`src/sv/eltok_pkg.sv`:
```
`timescale 1ns / 1ps
`default_nettype none
// ----------------------------------------------------------------------------
// eltok_pkg
// Shared types and constants of the expression tokenizer.
// ----------------------------------------------------------------------------
package eltok_pkg;

  typedef enum logic [2:0] {
    M_IDLE, M_IDENT, M_NUMBER, M_COMMENT, M_COMMENT_EOL, M_MINUS, M_PLUS
  } mode_e;

  typedef enum logic [1:0] {NL_NONE, NL_LF, NL_CR} nl_e;

  localparam logic [4:0] K_UNKNOWN  = 5'd0;
  localparam logic [4:0] K_ARROW    = 5'd1;
  localparam logic [4:0] K_AT       = 5'd2;
  localparam logic [4:0] K_COLON    = 5'd3;
  localparam logic [4:0] K_COMMA    = 5'd4;
  localparam logic [4:0] K_COMMENT  = 5'd5;
  localparam logic [4:0] K_END      = 5'd6;
  localparam logic [4:0] K_EQUALS   = 5'd7;
  localparam logic [4:0] K_IDENT    = 5'd8;
  localparam logic [4:0] K_ARRAY    = 5'd9;
  localparam logic [4:0] K_FALSE    = 5'd10;
  localparam logic [4:0] K_QUERY    = 5'd11;
  localparam logic [4:0] K_RESERVED = 5'd12;
  localparam logic [4:0] K_SYMBOLIC = 5'd13;
  localparam logic [4:0] K_TRUE     = 5'd14;
  localparam logic [4:0] K_WIDTH    = 5'd15;
  localparam logic [4:0] K_LBRACE   = 5'd16;
  localparam logic [4:0] K_LPAREN   = 5'd17;
  localparam logic [4:0] K_LSQUARE  = 5'd18;
  localparam logic [4:0] K_NUMBER   = 5'd19;
  localparam logic [4:0] K_RBRACE   = 5'd20;
  localparam logic [4:0] K_RPAREN   = 5'd21;
  localparam logic [4:0] K_RSQUARE  = 5'd22;
  localparam logic [4:0] K_SEMI     = 5'd23;

  localparam logic [7:0] CH_LF   = 8'h0a;
  localparam logic [7:0] CH_CR   = 8'h0d;
  localparam logic [7:0] CH_HASH = 8'h23;
  localparam logic [7:0] CH_USC  = 8'h5f;

  // pattern flag bits
  localparam int PF_I = 0;
  localparam int PF_W = 1;
  localparam int PF_FPD = 2;
  localparam int PF_FPX = 3;

  // per-byte class bundle passed from front to back
  typedef struct packed {
    logic [7:0] ch;
    logic       eoi;
    logic       digit;
    logic       alpha;
    logic       space;
    logic       nl;
    logic [4:0] punct;
    logic       is_punct;
  } cls_t;

  function automatic logic [4:0] kw_kind(input logic [63:0] lc, input logic [3:0] len);
    logic [4:0] k;
    k = K_IDENT;
    if (len == 4'd3 && lc == 64'h666564) k = K_RESERVED;
    else if (len == 4'd3 && lc == 64'h726176) k = K_RESERVED;
    else if (len == 4'd4 && lc == 64'h65757274) k = K_TRUE;
    else if (len == 4'd5 && lc == 64'h7961727261) k = K_ARRAY;
    else if (len == 4'd5 && lc == 64'h65736c6166) k = K_FALSE;
    else if (len == 4'd5 && lc == 64'h7972657571) k = K_QUERY;
    else if (len == 4'd6 && lc == 64'h656e69666564) k = K_RESERVED;
    else if (len == 4'd7 && lc == 64'h6572616c636564) k = K_RESERVED;
    else if (len == 4'd8 && lc == 64'h63696c6f626d7973) k = K_SYMBOLIC;
    return k;
  endfunction

endpackage
`default_nettype wire

```
`src/sv/eltok_front.sv`:
```
`timescale 1ns / 1ps
`default_nettype none
// ----------------------------------------------------------------------------
// eltok_front
// Accepts bytes and classifies them into a two-entry queue.
// ----------------------------------------------------------------------------
module eltok_front import eltok_pkg::*; (
  input  wire logic       clk_i,
  input  wire logic       rst_ni,
  input  wire logic       in_valid,
  output logic            in_ready,
  input  wire logic [7:0] byte_req_i,
  input  wire logic       end_of_input_i,
  output logic            q_valid_o,
  input  wire logic       q_ready_i,
  output cls_t            q_data_o
);
  cls_t       c;
  cls_t       buf_q [2];
  logic       wp_q, wp_d, rp_q, rp_d;
  logic [1:0] cnt_q, cnt_d;
  logic       push, pop;

  always_comb begin
    c = '0;
    c.ch = byte_req_i;
    c.eoi = end_of_input_i;
    c.digit = byte_req_i >= 8'h30 && byte_req_i <= 8'h39;
    c.alpha = (byte_req_i >= 8'h61 && byte_req_i <= 8'h7a) ||
              (byte_req_i >= 8'h41 && byte_req_i <= 8'h5a);
    c.space = byte_req_i == 8'h20 || (byte_req_i >= 8'd9 && byte_req_i <= 8'd13);
    c.nl = byte_req_i == CH_LF || byte_req_i == CH_CR;
    c.is_punct = 1'b1;
    unique case (byte_req_i)
      8'h28: c.punct = K_LPAREN;
      8'h29: c.punct = K_RPAREN;
      8'h2c: c.punct = K_COMMA;
      8'h3a: c.punct = K_COLON;
      8'h3b: c.punct = K_SEMI;
      8'h3d: c.punct = K_EQUALS;
      8'h40: c.punct = K_AT;
      8'h5b: c.punct = K_LSQUARE;
      8'h5d: c.punct = K_RSQUARE;
      8'h7b: c.punct = K_LBRACE;
      8'h7d: c.punct = K_RBRACE;
      default: begin
        c.punct = K_UNKNOWN;
        c.is_punct = 1'b0;
      end
    endcase
  end

  assign in_ready  = cnt_q != 2'd2;
  assign q_valid_o = cnt_q != 2'd0;
  assign q_data_o  = buf_q[rp_q];
  assign push = in_valid && in_ready;
  assign pop  = q_valid_o && q_ready_i;
  assign wp_d = wp_q ^ push;
  assign rp_d = rp_q ^ pop;
  assign cnt_d = cnt_q + {1'b0, push} - {1'b0, pop};

  always_ff @(posedge clk_i or negedge rst_ni) begin
    if (!rst_ni) begin
      wp_q <= 1'b0;
      rp_q <= 1'b0;
      cnt_q <= 2'd0;
    end else begin
      wp_q <= wp_d;
      rp_q <= rp_d;
      cnt_q <= cnt_d;
    end
  end

  always_ff @(posedge clk_i) begin
    if (push) buf_q[wp_q] <= c;
  end
endmodule
`default_nettype wire

```
`src/sv/eltok_back.sv`:
```
`timescale 1ns / 1ps
`default_nettype none
// ----------------------------------------------------------------------------
// eltok_back
// Tokenizer state machine; emits up to two tokens per byte via a
// two-entry output queue.
// ----------------------------------------------------------------------------
module eltok_back import eltok_pkg::*; #(
  parameter int CW = 16
) (
  input  wire logic    clk_i,
  input  wire logic    rst_ni,
  input  wire logic    q_valid_i,
  output logic         q_ready_o,
  input  cls_t         q_data_i,
  output logic         out_valid,
  input  wire logic    out_ready,
  output logic [4:0]   kind_o,
  output logic [15:0]  start_line_o,
  output logic [15:0]  start_column_o,
  output logic [15:0]  byte_length_o,
  output logic         last_o
);
  localparam logic [CW-1:0] CMAX = '1;
  localparam int RW = 5 + 48 + 1;

  mode_e         mode_q, mode_d;
  nl_e           nl_q, nl_d;
  logic [CW-1:0] line_q, line_d, col_q, col_d;
  logic [CW-1:0] tl_q, tl_d, tc_q, tc_d, tb_q, tb_d;
  logic [63:0]   lc_q, lc_d;
  logic [3:0]    pf_q, pf_d;

  logic [RW-1:0] r0, r1;
  logic [1:0]    n;
  logic [RW-1:0] ob_q [2];
  logic          ob_v_q [2];
  logic          take;
  cls_t          c;
  logic          idle_go;

  function automatic logic [CW-1:0] sinc(input logic [CW-1:0] v);
    return (v == CMAX) ? v : v + 1'b1;
  endfunction

  function automatic logic [RW-1:0] mk(input logic [4:0] k, input logic [CW-1:0] l,
                                       input logic [CW-1:0] cc, input logic [CW-1:0] b);
    logic [15:0] l16, c16, b16;
    l16 = 16'(l);
    c16 = 16'(cc);
    b16 = 16'(b);
    return {k, l16, c16, b16, 1'b0};
  endfunction

  function automatic logic [4:0] classify(input logic [63:0] lc, input logic [3:0] pf,
                                          input logic [CW-1:0] len);
    logic [4:0] k;
    logic [3:0] l4;
    l4 = (len > CW'(8)) ? 4'd9 : 4'(len);
    k = kw_kind(lc, l4);
    if (k == K_IDENT) begin
      if ((pf[PF_I] && len > CW'(1)) || ((pf[PF_FPD] || pf[PF_FPX]) && len > CW'(3)))
        k = K_RESERVED;
      else if (pf[PF_W] && len >= CW'(2)) k = K_WIDTH;
    end
    return k;
  endfunction

  assign c = q_data_i;
  assign q_ready_o = !ob_v_q[0] || (!ob_v_q[1] && out_ready);
  assign take = q_valid_i && q_ready_o;

  always_comb begin
    mode_d = mode_q; nl_d = nl_q; line_d = line_q; col_d = col_q;
    tl_d = tl_q; tc_d = tc_q; tb_d = tb_q; lc_d = lc_q; pf_d = pf_q;
    r0 = '0; r1 = '0; n = 2'd0; idle_go = 1'b0;
    if (c.eoi) begin
      n = 2'd1;
      case (mode_q)
        M_IDENT: r0 = mk(classify(lc_q, pf_q, tb_q), tl_q, tc_q, tb_q);
        M_NUMBER: r0 = mk(K_NUMBER, tl_q, tc_q, tb_q);
        M_COMMENT, M_COMMENT_EOL: r0 = mk(K_COMMENT, tl_q, tc_q, tb_q);
        M_MINUS, M_PLUS: r0 = mk(K_UNKNOWN, tl_q, tc_q, tb_q);
        default: n = 2'd0;
      endcase
      if (n == 2'd0) r0 = mk(K_END, line_q, col_q, '0);
      else r1 = mk(K_END, line_q, col_q, '0);
      n = n + 2'd1;
      mode_d = M_IDLE; nl_d = NL_NONE; line_d = CW'(1); col_d = '0;
      tl_d = '0; tc_d = '0; tb_d = '0; lc_d = '0; pf_d = '0;
    end else if (nl_q != NL_NONE && ((nl_q == NL_CR && c.ch == CH_LF) ||
                                      (nl_q == NL_LF && c.ch == CH_CR))) begin
      nl_d = NL_NONE;
      if (mode_q == M_COMMENT_EOL) begin
        r0 = mk(K_COMMENT, tl_q, tc_q, sinc(tb_q));
        n = 2'd1;
        tb_d = sinc(tb_q);
        mode_d = M_IDLE;
      end
    end else begin
      nl_d = NL_NONE;
      case (mode_q)
        M_IDENT: begin
          if (c.digit || c.alpha || c.ch == CH_USC || c.ch == 8'h2e || c.ch == 8'h2d) begin
            if (tb_q < CW'(8)) lc_d = lc_q | ({56'd0, c.ch} << {tb_q[2:0], 3'd0});
            if (!c.digit) pf_d[PF_W:PF_I] = 2'b00;
            if (tb_q == CW'(2)) begin
              if (lc_q[7:0] == 8'h66 && lc_q[15:8] == 8'h70 && c.digit) pf_d[PF_FPD] = 1'b1;
            end else if (tb_q >= CW'(3) && pf_q[PF_FPD] && !c.digit) begin
              pf_d[PF_FPD] = 1'b0;
              if (c.ch == 8'h2e) pf_d[PF_FPX] = 1'b1;
            end
            tb_d = sinc(tb_q); col_d = sinc(col_q);
          end else begin
            r0 = mk(classify(lc_q, pf_q, tb_q), tl_q, tc_q, tb_q);
            n = 2'd1; idle_go = 1'b1;
          end
        end
        M_NUMBER: begin
          if (c.digit || c.alpha || c.ch == CH_USC) begin
            tb_d = sinc(tb_q); col_d = sinc(col_q);
          end else begin
            r0 = mk(K_NUMBER, tl_q, tc_q, tb_q);
            n = 2'd1; idle_go = 1'b1;
          end
        end
        M_COMMENT: begin
          tb_d = sinc(tb_q);
          if (c.nl) begin
            line_d = sinc(line_q); col_d = '0;
            nl_d = (c.ch == CH_LF) ? NL_LF : NL_CR;
            mode_d = M_COMMENT_EOL;
          end else col_d = sinc(col_q);
        end
        M_COMMENT_EOL: begin
          r0 = mk(K_COMMENT, tl_q, tc_q, tb_q);
          n = 2'd1; idle_go = 1'b1;
        end
        M_MINUS, M_PLUS: begin
          if (mode_q == M_MINUS && c.ch == 8'h3e) begin
            r0 = mk(K_ARROW, tl_q, tc_q, sinc(tb_q));
            n = 2'd1;
            tb_d = sinc(tb_q); col_d = sinc(col_q); mode_d = M_IDLE;
          end else if (c.digit) begin
            tb_d = sinc(tb_q); col_d = sinc(col_q); mode_d = M_NUMBER;
          end else begin
            r0 = mk(K_UNKNOWN, tl_q, tc_q, tb_q);
            n = 2'd1; idle_go = 1'b1;
          end
        end
        default: idle_go = 1'b1;
      endcase
      if (idle_go) begin
        mode_d = M_IDLE;
        if (c.space) begin
          if (c.nl) begin
            line_d = sinc(line_q); col_d = '0;
            nl_d = (c.ch == CH_LF) ? NL_LF : NL_CR;
          end else col_d = sinc(col_q);
        end else begin
          tl_d = line_q; tc_d = col_q; tb_d = CW'(1);
          lc_d = '0; pf_d = '0;
          col_d = sinc(col_q);
          if (c.is_punct || !(c.ch == CH_HASH || c.ch == 8'h2b || c.ch == 8'h2d ||
                              c.digit || c.alpha || c.ch == CH_USC)) begin
            if (n == 2'd0) r0 = mk(c.punct, line_q, col_q, CW'(1));
            else r1 = mk(c.punct, line_q, col_q, CW'(1));
            n = n + 2'd1;
          end else if (c.ch == CH_HASH) mode_d = M_COMMENT;
          else if (c.ch == 8'h2b) mode_d = M_PLUS;
          else if (c.ch == 8'h2d) mode_d = M_MINUS;
          else if (c.digit) mode_d = M_NUMBER;
          else begin
            mode_d = M_IDENT;
            lc_d = {56'd0, c.ch};
            pf_d = {2'b00, c.ch == 8'h77, c.ch == 8'h69};
          end
        end
      end
    end
    if (n == 2'd1) r0[0] = 1'b1;
    if (n == 2'd2) r1[0] = 1'b1;
  end

  always_ff @(posedge clk_i or negedge rst_ni) begin
    if (!rst_ni) begin
      mode_q <= M_IDLE; nl_q <= NL_NONE; line_q <= CW'(1); col_q <= '0;
      tl_q <= '0; tc_q <= '0; tb_q <= '0; lc_q <= '0; pf_q <= '0;
    end else if (take) begin
      mode_q <= mode_d; nl_q <= nl_d; line_q <= line_d; col_q <= col_d;
      tl_q <= tl_d; tc_q <= tc_d; tb_q <= tb_d; lc_q <= lc_d; pf_q <= pf_d;
    end
  end

  // output queue: slot 0 is head
  logic pop;
  assign pop = ob_v_q[0] && out_ready;
  always_ff @(posedge clk_i or negedge rst_ni) begin
    if (!rst_ni) begin
      ob_v_q[0] <= 1'b0;
      ob_v_q[1] <= 1'b0;
    end else begin
      if (take && n != 2'd0) begin
        if (!ob_v_q[0] || (pop && !ob_v_q[1])) begin
          ob_v_q[0] <= 1'b1;
          ob_v_q[1] <= n == 2'd2;
        end else begin
          ob_v_q[0] <= 1'b1;
          ob_v_q[1] <= 1'b1;
        end
      end else if (pop) begin
        ob_v_q[0] <= ob_v_q[1];
        ob_v_q[1] <= 1'b0;
      end
    end
  end

  always_ff @(posedge clk_i) begin
    if (take && n != 2'd0) begin
      if (!ob_v_q[0] || (pop && !ob_v_q[1])) begin
        ob_q[0] <= r0;
        ob_q[1] <= r1;
      end else begin
        ob_q[1] <= r0;
      end
    end else if (pop) begin
      ob_q[0] <= ob_q[1];
    end
  end

  assign out_valid = ob_v_q[0];
  assign {kind_o, start_line_o, start_column_o, byte_length_o, last_o} = ob_q[0];
endmodule
`default_nettype wire

```
`src/sv/expression_language_tokenizer_core.sv`:
```
`timescale 1ns / 1ps
`default_nettype none
// ----------------------------------------------------------------------------
// expression_language_tokenizer_core
// Streaming byte tokenizer for a small expression language.
// ----------------------------------------------------------------------------
// One byte is taken per cycle while the input queue has room. A byte passes
// a classifier and a two-entry queue, then the tokenizer state machine, which
// handles one byte per cycle while the output buffer has room and writes up
// to two tokens into a two-entry output buffer; a byte that yields two tokens
// holds the input while they drain.
module expression_language_tokenizer_core import eltok_pkg::*; #(
  parameter int COUNT_BITS = 16
) (
  input  wire logic       clk_i,
  input  wire logic       rst_ni,
  input  wire logic       in_valid,
  output logic            in_ready,
  input  wire logic [7:0] byte_req_i,
  input  wire logic       end_of_input_i,
  output logic            out_valid,
  input  wire logic       out_ready,
  output logic [4:0]      kind_o,
  output logic [15:0]     start_line_o,
  output logic [15:0]     start_column_o,
  output logic [15:0]     byte_length_o,
  output logic            last_o
);
  logic q_valid, q_ready;
  cls_t q_data;

  eltok_front u_front (
    .clk_i, .rst_ni, .in_valid, .in_ready, .byte_req_i, .end_of_input_i,
    .q_valid_o(q_valid), .q_ready_i(q_ready), .q_data_o(q_data)
  );

  eltok_back #(.CW(COUNT_BITS)) u_back (
    .clk_i, .rst_ni, .q_valid_i(q_valid), .q_ready_o(q_ready), .q_data_i(q_data),
    .out_valid, .out_ready, .kind_o, .start_line_o, .start_column_o,
    .byte_length_o, .last_o
  );
endmodule
`default_nettype wire

```
`config.mk`:
```
export PLATFORM = sky130hd
export DESIGN_NAME = expression_language_tokenizer_core
export DESIGN_NICKNAME = d
export VERILOG_FILES = /design/src/sv/eltok_pkg.sv /design/src/sv/eltok_front.sv /design/src/sv/eltok_back.sv /design/src/sv/expression_language_tokenizer_core.sv
export SDC_FILE = /design/constraint.sdc
export NUM_CORES = 1
export LEC_CHECK = 0
export ABC_AREA = 1
export BUFFER_PORTS_ARGS = -buffer_cell sky130_fd_sc_hd__buf_2
export CAP_MARGIN = 10
export CORE_AREA = 2 2 271 273
export CTS_CLUSTER_SIZE = 25
export DETAILED_ROUTE_END_ITERATION = 12
export DIE_AREA = 0 0 273 275
export GPL_ROUTABILITY_DRIVEN = 0
export GPL_TIMING_DRIVEN = 0
export PLACE_DENSITY = 0.51
export SLEW_MARGIN = 0
export SYNTH_ARGS = -nofsm -noshare
export SYNTH_HDL_FRONTEND = slang
export SYNTH_HIERARCHICAL = 1
export SYNTH_SLANG_ARGS = --single-unit
```
`constraint.sdc`:
```
create_clock -name clk_i -period 4.7 [get_ports clk_i]
set_input_delay 0.47 -clock clk_i [delete_from_list [all_inputs] [get_ports clk_i]]
set_output_delay 0.47 -clock clk_i [all_outputs]
set_load 0.005 [all_outputs]
```
Word level (Yosys, flattened, before mapping)
Memories as Yosys holds them, arrays and structs flattened.
Index checks and enable logic that the tools add are counted.
- logic and storage cells: 353
- bits in registers: 159
- latch bits: 0
- memories: 2
- memory bits (writable): 146
- memory bits (read-only): 0
- bits of input ports: 13
- memory list (memory ; depth ; bits a word ; read ports ; clocked after memory_dff ; write ports ; RTL line ; source):
    u_back.ob_q ; 2 ; 54 ; 2 ; 0 ; 2 ; eltok_back.sv:36 ; logic [RW-1:0] ob_q [2];
    u_front.buf_q ; 2 ; 19 ; 1 ; 0 ; 1 ; eltok_front.sv:19 ; cls_t buf_q [2];
- multiplexer cells: 174
- $lt $le $gt $ge: 14
- add/subtract/negate cells: 7
- divide/modulo/power cells: 0
- bitwise operators: 5
- multipliers: 0
- eq/ne operators: 66
- reductions and logical operators: 70
- shifts and indexed selects: 1
- operators by type and width (cell ; count):
    $mux W54 ; 18
    $mux W64 ; 11
    $mux W16 ; 36
    $pmux W54 S4 ; 2
    $eq A64 B39 Y1 const B ; 3
    $eq A64 B23 Y1 const B ; 2
    $pmux W16 S4 ; 2
    $mux W52 ; 2
    $mux W5 ; 20
    $eq A8 B6 Y1 const B ; 12
    $eq A8 B7 Y1 const B ; 10
    $eq A64 B31 Y1 const B ; 1
    $eq A64 B47 Y1 const B ; 1
    $eq A64 B55 Y1 const B ; 1
    $eq A64 B63 Y1 const B ; 1
    $or A64 B64 Y64 ; 1
    $shl A8 B6 Y64 ; 1
    $pmux W5 S11 ; 1
    $mux W49 ; 1
    $add A16 B1 Y16 const B ; 3
    $eq A16 B16 Y1 const B ; 3
    $mux W2 ; 23
    $mux W4 ; 11
    $mux W3 ; 13
    53 further kinds ; 158

Depth between registers and ports, before layout
- word-level depth: 30
- gate-level depth with buffers: 27
- mapped depth without buffers: 22

By module
Netlist, hierarchy kept.
- by module, submodules not included (module ; instances ; seq. area each (µm²) ; cells an instance ; area each (µm²)):
    eltok_back ; 1 ; 7123.1 ; 2075 ; 16030.4
    eltok_front ; 1 ; 1181.1 ; 185 ; 1845.5

Worst setup path before layout
Ideal clock, no wire load.
- path type: register to register
- from: register u_front.rp_q
- to: memory u_back/ob_q[0][0] (netlist name) (enable)
- setup time: 0.624 ns
- buffers on the path: 3
- arrival: 3.520 ns
- required time: 4.076 ns
- slack: 0.555 ns
- cell stages (with the launch flop): 20
- period minus slack after synthesis: 4.145 ns
- path through: dfrtp_1 > buf_2 > inv_2 > buf_2 > nand2_1 > nand2_1 > inv_1 > nor3_4 > nand2_1 > nand4_4 > inv_2 > nor2_2 > buf_6 > nand2_2 > ha_1 > nand3b_1 > nand3b_2 > nand2_2 > nand2_4 > nand2_1
- RTL lines (what ; RTL line ; source):
    start, declared ; eltok_front.sv:20 ; logic wp_q, wp_d, rp_q, rp_d;
    start signal, assigned ; eltok_front.sv:69 ; rp_q <= rp_d;
    end, declared ; eltok_back.sv:36 ;

==> metrics.yaml <==
yosys:
  ys.flop_type: "dfrtp_1"
  yosysMostFrequentCell: "nand2_1"
  avgSynthCellArea_um2: 7.910
  synthCells: 2260
  synth_top_area_frac: 0.2419
  yosysWarnings: 6
  synth_commonest_cells: "nand2_1 (546), inv_1 (249), nor2_1 (218), nand3_1 (209), dfrtp_1 (158)"
  synth.area.top_cells: "edfxtp_1 (24%), dfrtp_1 (22%), nand2_1 (11%)"
  ys_ff_latch: 303
  synth_cell_types: 62
  synth_edf_count: 144
  syn_area_um2: 17880
  ys_seq_area_frac: 0.4645
  synth.largest_area_cell: "edfxtp_1"
  synth_nets: 2284
  ys_async_sr_fraction: 0.5248
global_route:
  grt.total_usage: 0.1497
  grt-ovfl-total: 0
  grt_pass1_wl_um: 88440
  grt_max_degree: 82
  grt_antenna_before_repair: 0
  grt_pass1_vias: 15480
sta:
  final.setup.tns_ps: 0
  finalClockSkew_ps: 28.90
  hold_violations: 0
  timing.hold.ws_ps: 89.80
  timing.final.max_slew_violations: 0
  fmax_mhz: 231.4
  rsz0062_at_grt: "no"
  slew_headroom: 0.1865
  finalSetupViolations: 0
  min_period_over_period: 0.9195
  period_needed_ps: 4322
  worst_slew_pin_slew_ps: 1216
worst_setup_path:
  setup.worst_path.start_class: "flop"
  cp.required_ps: 4930
  slowest_stage: "clkbuf_1"
  critPathMaxStageDelay_ps: 460
  regToRegStartpoint: "u_front/rp_q$_DFF_PN0_"
  endpoint_kind: "flop"
  cp_max_fo: 38
  crit_top_cell: "inv_2"
  critPathLaunch: "u_front/rp_q$_DFF_PN0_"
  crit_chain: "buf_2 > inv_2 > buf_2 > nand2_1 > nand2_1 > clkbuf_1 > nor2_1 > nand2_1 > inv_2 > nand4_4 > inv_2 > nor2_2 > buf_6 > nand2_2 > ha_1 > nand3b_1 > nand3b_2 > nand2_2 > nand2_4 > inv_2 > buf_12"
  cp.arrival_ps: 4550
  path_class: "flop to flop"
drt:
  wl_um: 56340
  vias: 15960
  wire_per_inst_um: 16.77
  drt_first_pass_iters: 6
  drtAntennaViolNets: 0
  first_iter_violations: 1447
  via_per_inst: 4.750
  drc_errors: 0
pwr:
  leakage_nw: 8.919
  powerDensity_nw_per_um2: 673.2
  ir_worst_vdd_mv: 0.4773
floorplan:
  row_count: 99
  core_um2: 72340
  num_io_pins: 69
  die-area_um2: 75080
  dieWidth_um: 273
  die_h_um: 275
  initial_utilization: 0.2471
cts:
  root_buffer: "clkbuf_16"
  cts_made_buffers: 38
  clkSlewWorstSetupHoldPaths_ps: 60
  postCtsSetupRepairBufs: 0
  cts.sinks: 303
  h-tree-depth: 2
  clock_latency_ps: 570
  cts_buffer_depth: 3
  cts_tree: "built"
cells_and_area:
  final_cells: 3360
  antenna_cells: 0
  area_growth_pct: 16.22
  nets: 2395
  drive_above_1_share: 0.1399
min_path:
  hold_path_class: "input port to flop"
  min_from: "end_of_input_i"
place:
  numPlacedInstances: 3289
  dp_hpwl_um: 41090
  io_buffers: 68
job:
  maxCapViolCount: 0
outcome:
  status: "complete, no violations"
flip-flops by register name, summed over array words and instances, names as in the netlist:
register / flops
u_back/ob_q: 108
u_back/lc_q: 64
u_front/buf_q: 36
u_back/col_q: 16
u_back/line_q: 16
u_back/tb_q: 16
u_back/tc_q: 16
u_back/tl_q: 16
u_back/pf_q: 4
u_back/mode_q: 3
u_back/nl_q: 2
u_front/cnt_q: 2
u_back/ob_v_q: 1
u_back/out_valid: 1
u_front/rp_q: 1
u_front/wp_q: 1
cells in the final DEF (no fill, tap or decap), types with 8 or more instances in the layout:
cell       instances
clkinv_1           9
o21ai_2           19
buf_2            100
a22oi_1           11
o22ai_1           77
a31oi_1           27
o211ai_1          18
clkbuf_16         39
clkbuf_1          50
buf_6             10
nor4_1             9
dfrtp_1          158
nand4_1           30
nand2_2           30
edfxtp_1         144
a21oi_1          100
xor2_1            19
nand2_1          545
nor2_2             9
o21ai_0           82
nor3_1            37
ha_1              11
inv_1            248
o2111ai_1         20
nor2_1           218
buf_4             61
inv_2             16
clkbuf_8           8
nand3_1          209
report_power, final:
part | total [mW] | internal [mW] | switching [mW] | leakage, nW
registers | 4.25 | 3.91 | 0.342 | 3.58
clock network | 3.01 | 1.82 | 1.20 | 0.636
logic | 6.72 | 1.93 | 4.79 | 4.71
per-stage QoR:
step / area, um^2 / utilization / total power [mW] / worst slack [ps]
6_report: 20780 / 0.2872 / 13.99 / 378.4
3_3_place_gp: 19420 / 0.2684 / 10.99 / -942.4
4_1_cts: 20780 / 0.2872 / 14.09 / 385.4
3_5_place_dp: 19480 / 0.2693 / 11.01 / 435.5
5_1_grt: 20780 / 0.2872 / 14.96 / 23.00
2_1_floorplan: 17880 / - / 8.617 / 555.0
final cells by class:
class	count	area [um^2]
Multi-Input combinational cell	1536	7617
Tap cell	959	1200
Clock buffer	52	1105
Clock inverter	18	180.2
Sequential cell	303	8304
Fill cell	7911	51560
Timing Repair Buffer	71	407.9
Inverter	269	1012
Buffer	152	949.7
critical path: cells and delay by family, from the launching register on:
kind                       cells  cell delay [ps]
adders and majority gates      1              300
buffers and inverters          9             2100
DFF                            1              350
and+or+nand+nor               11             1180
cell families after synthesis:
| family | after synthesis | share of synthesized area |
|---|---|---|
| simple gates | 1118 | 0.2744 |
| buf+inv | 421 | 0.1098 |
| compound gates | 384 | 0.1326 |
| flops | 303 | 0.4645 |
| xor+xnor | 21 | 0.01029 |
| fa+ha+maj | 11 | 0.007699 |
| other cells | 1 | 0.0002098 |
| mux | 1 | 0.0005600 |
path summary, 6_finish.rpt:
check	to	slack, ps	cells past startpoint
setup / recovery	u_back/ob_q[0][60]$_SDFFCE_PN0P_	380	21
hold / removal	u_front/buf_q[1][10]$_DFFE_PP_	90	1
setup reg to reg	u_back/ob_q[0][60]$_SDFFCE_PN0P_	380	21
hold reg to reg	u_back/ob_q[0][37]$_DFFE_PP_	510	2
max in group asynchronous	u_back/pf_q[2]$_DFFE_PN0P_	3350	3
min in group asynchronous	u_back/lc_q[30]$_DFFE_PN0P_	470	2
layer usage:
layer / global-route usage / up-vias / routed length [um]
met3: 0.02496 / 80 / 3587
met4: 0.04400 / 0 / 1426
met5: 0 / - / 0
met2: 0.2276 / 485 / 24290
met1: 0.2170 / 7609 / 27030
li1: - / 7785 / -
repair_timing:
item                                    4_1_cts  5_1_grt
endpoints found under the setup margin        0        0
endpoints found under the hold margin        77        0
resized for setup                             0        0
hold buffers                                  1        0
(Power assumes the default switching activity.)
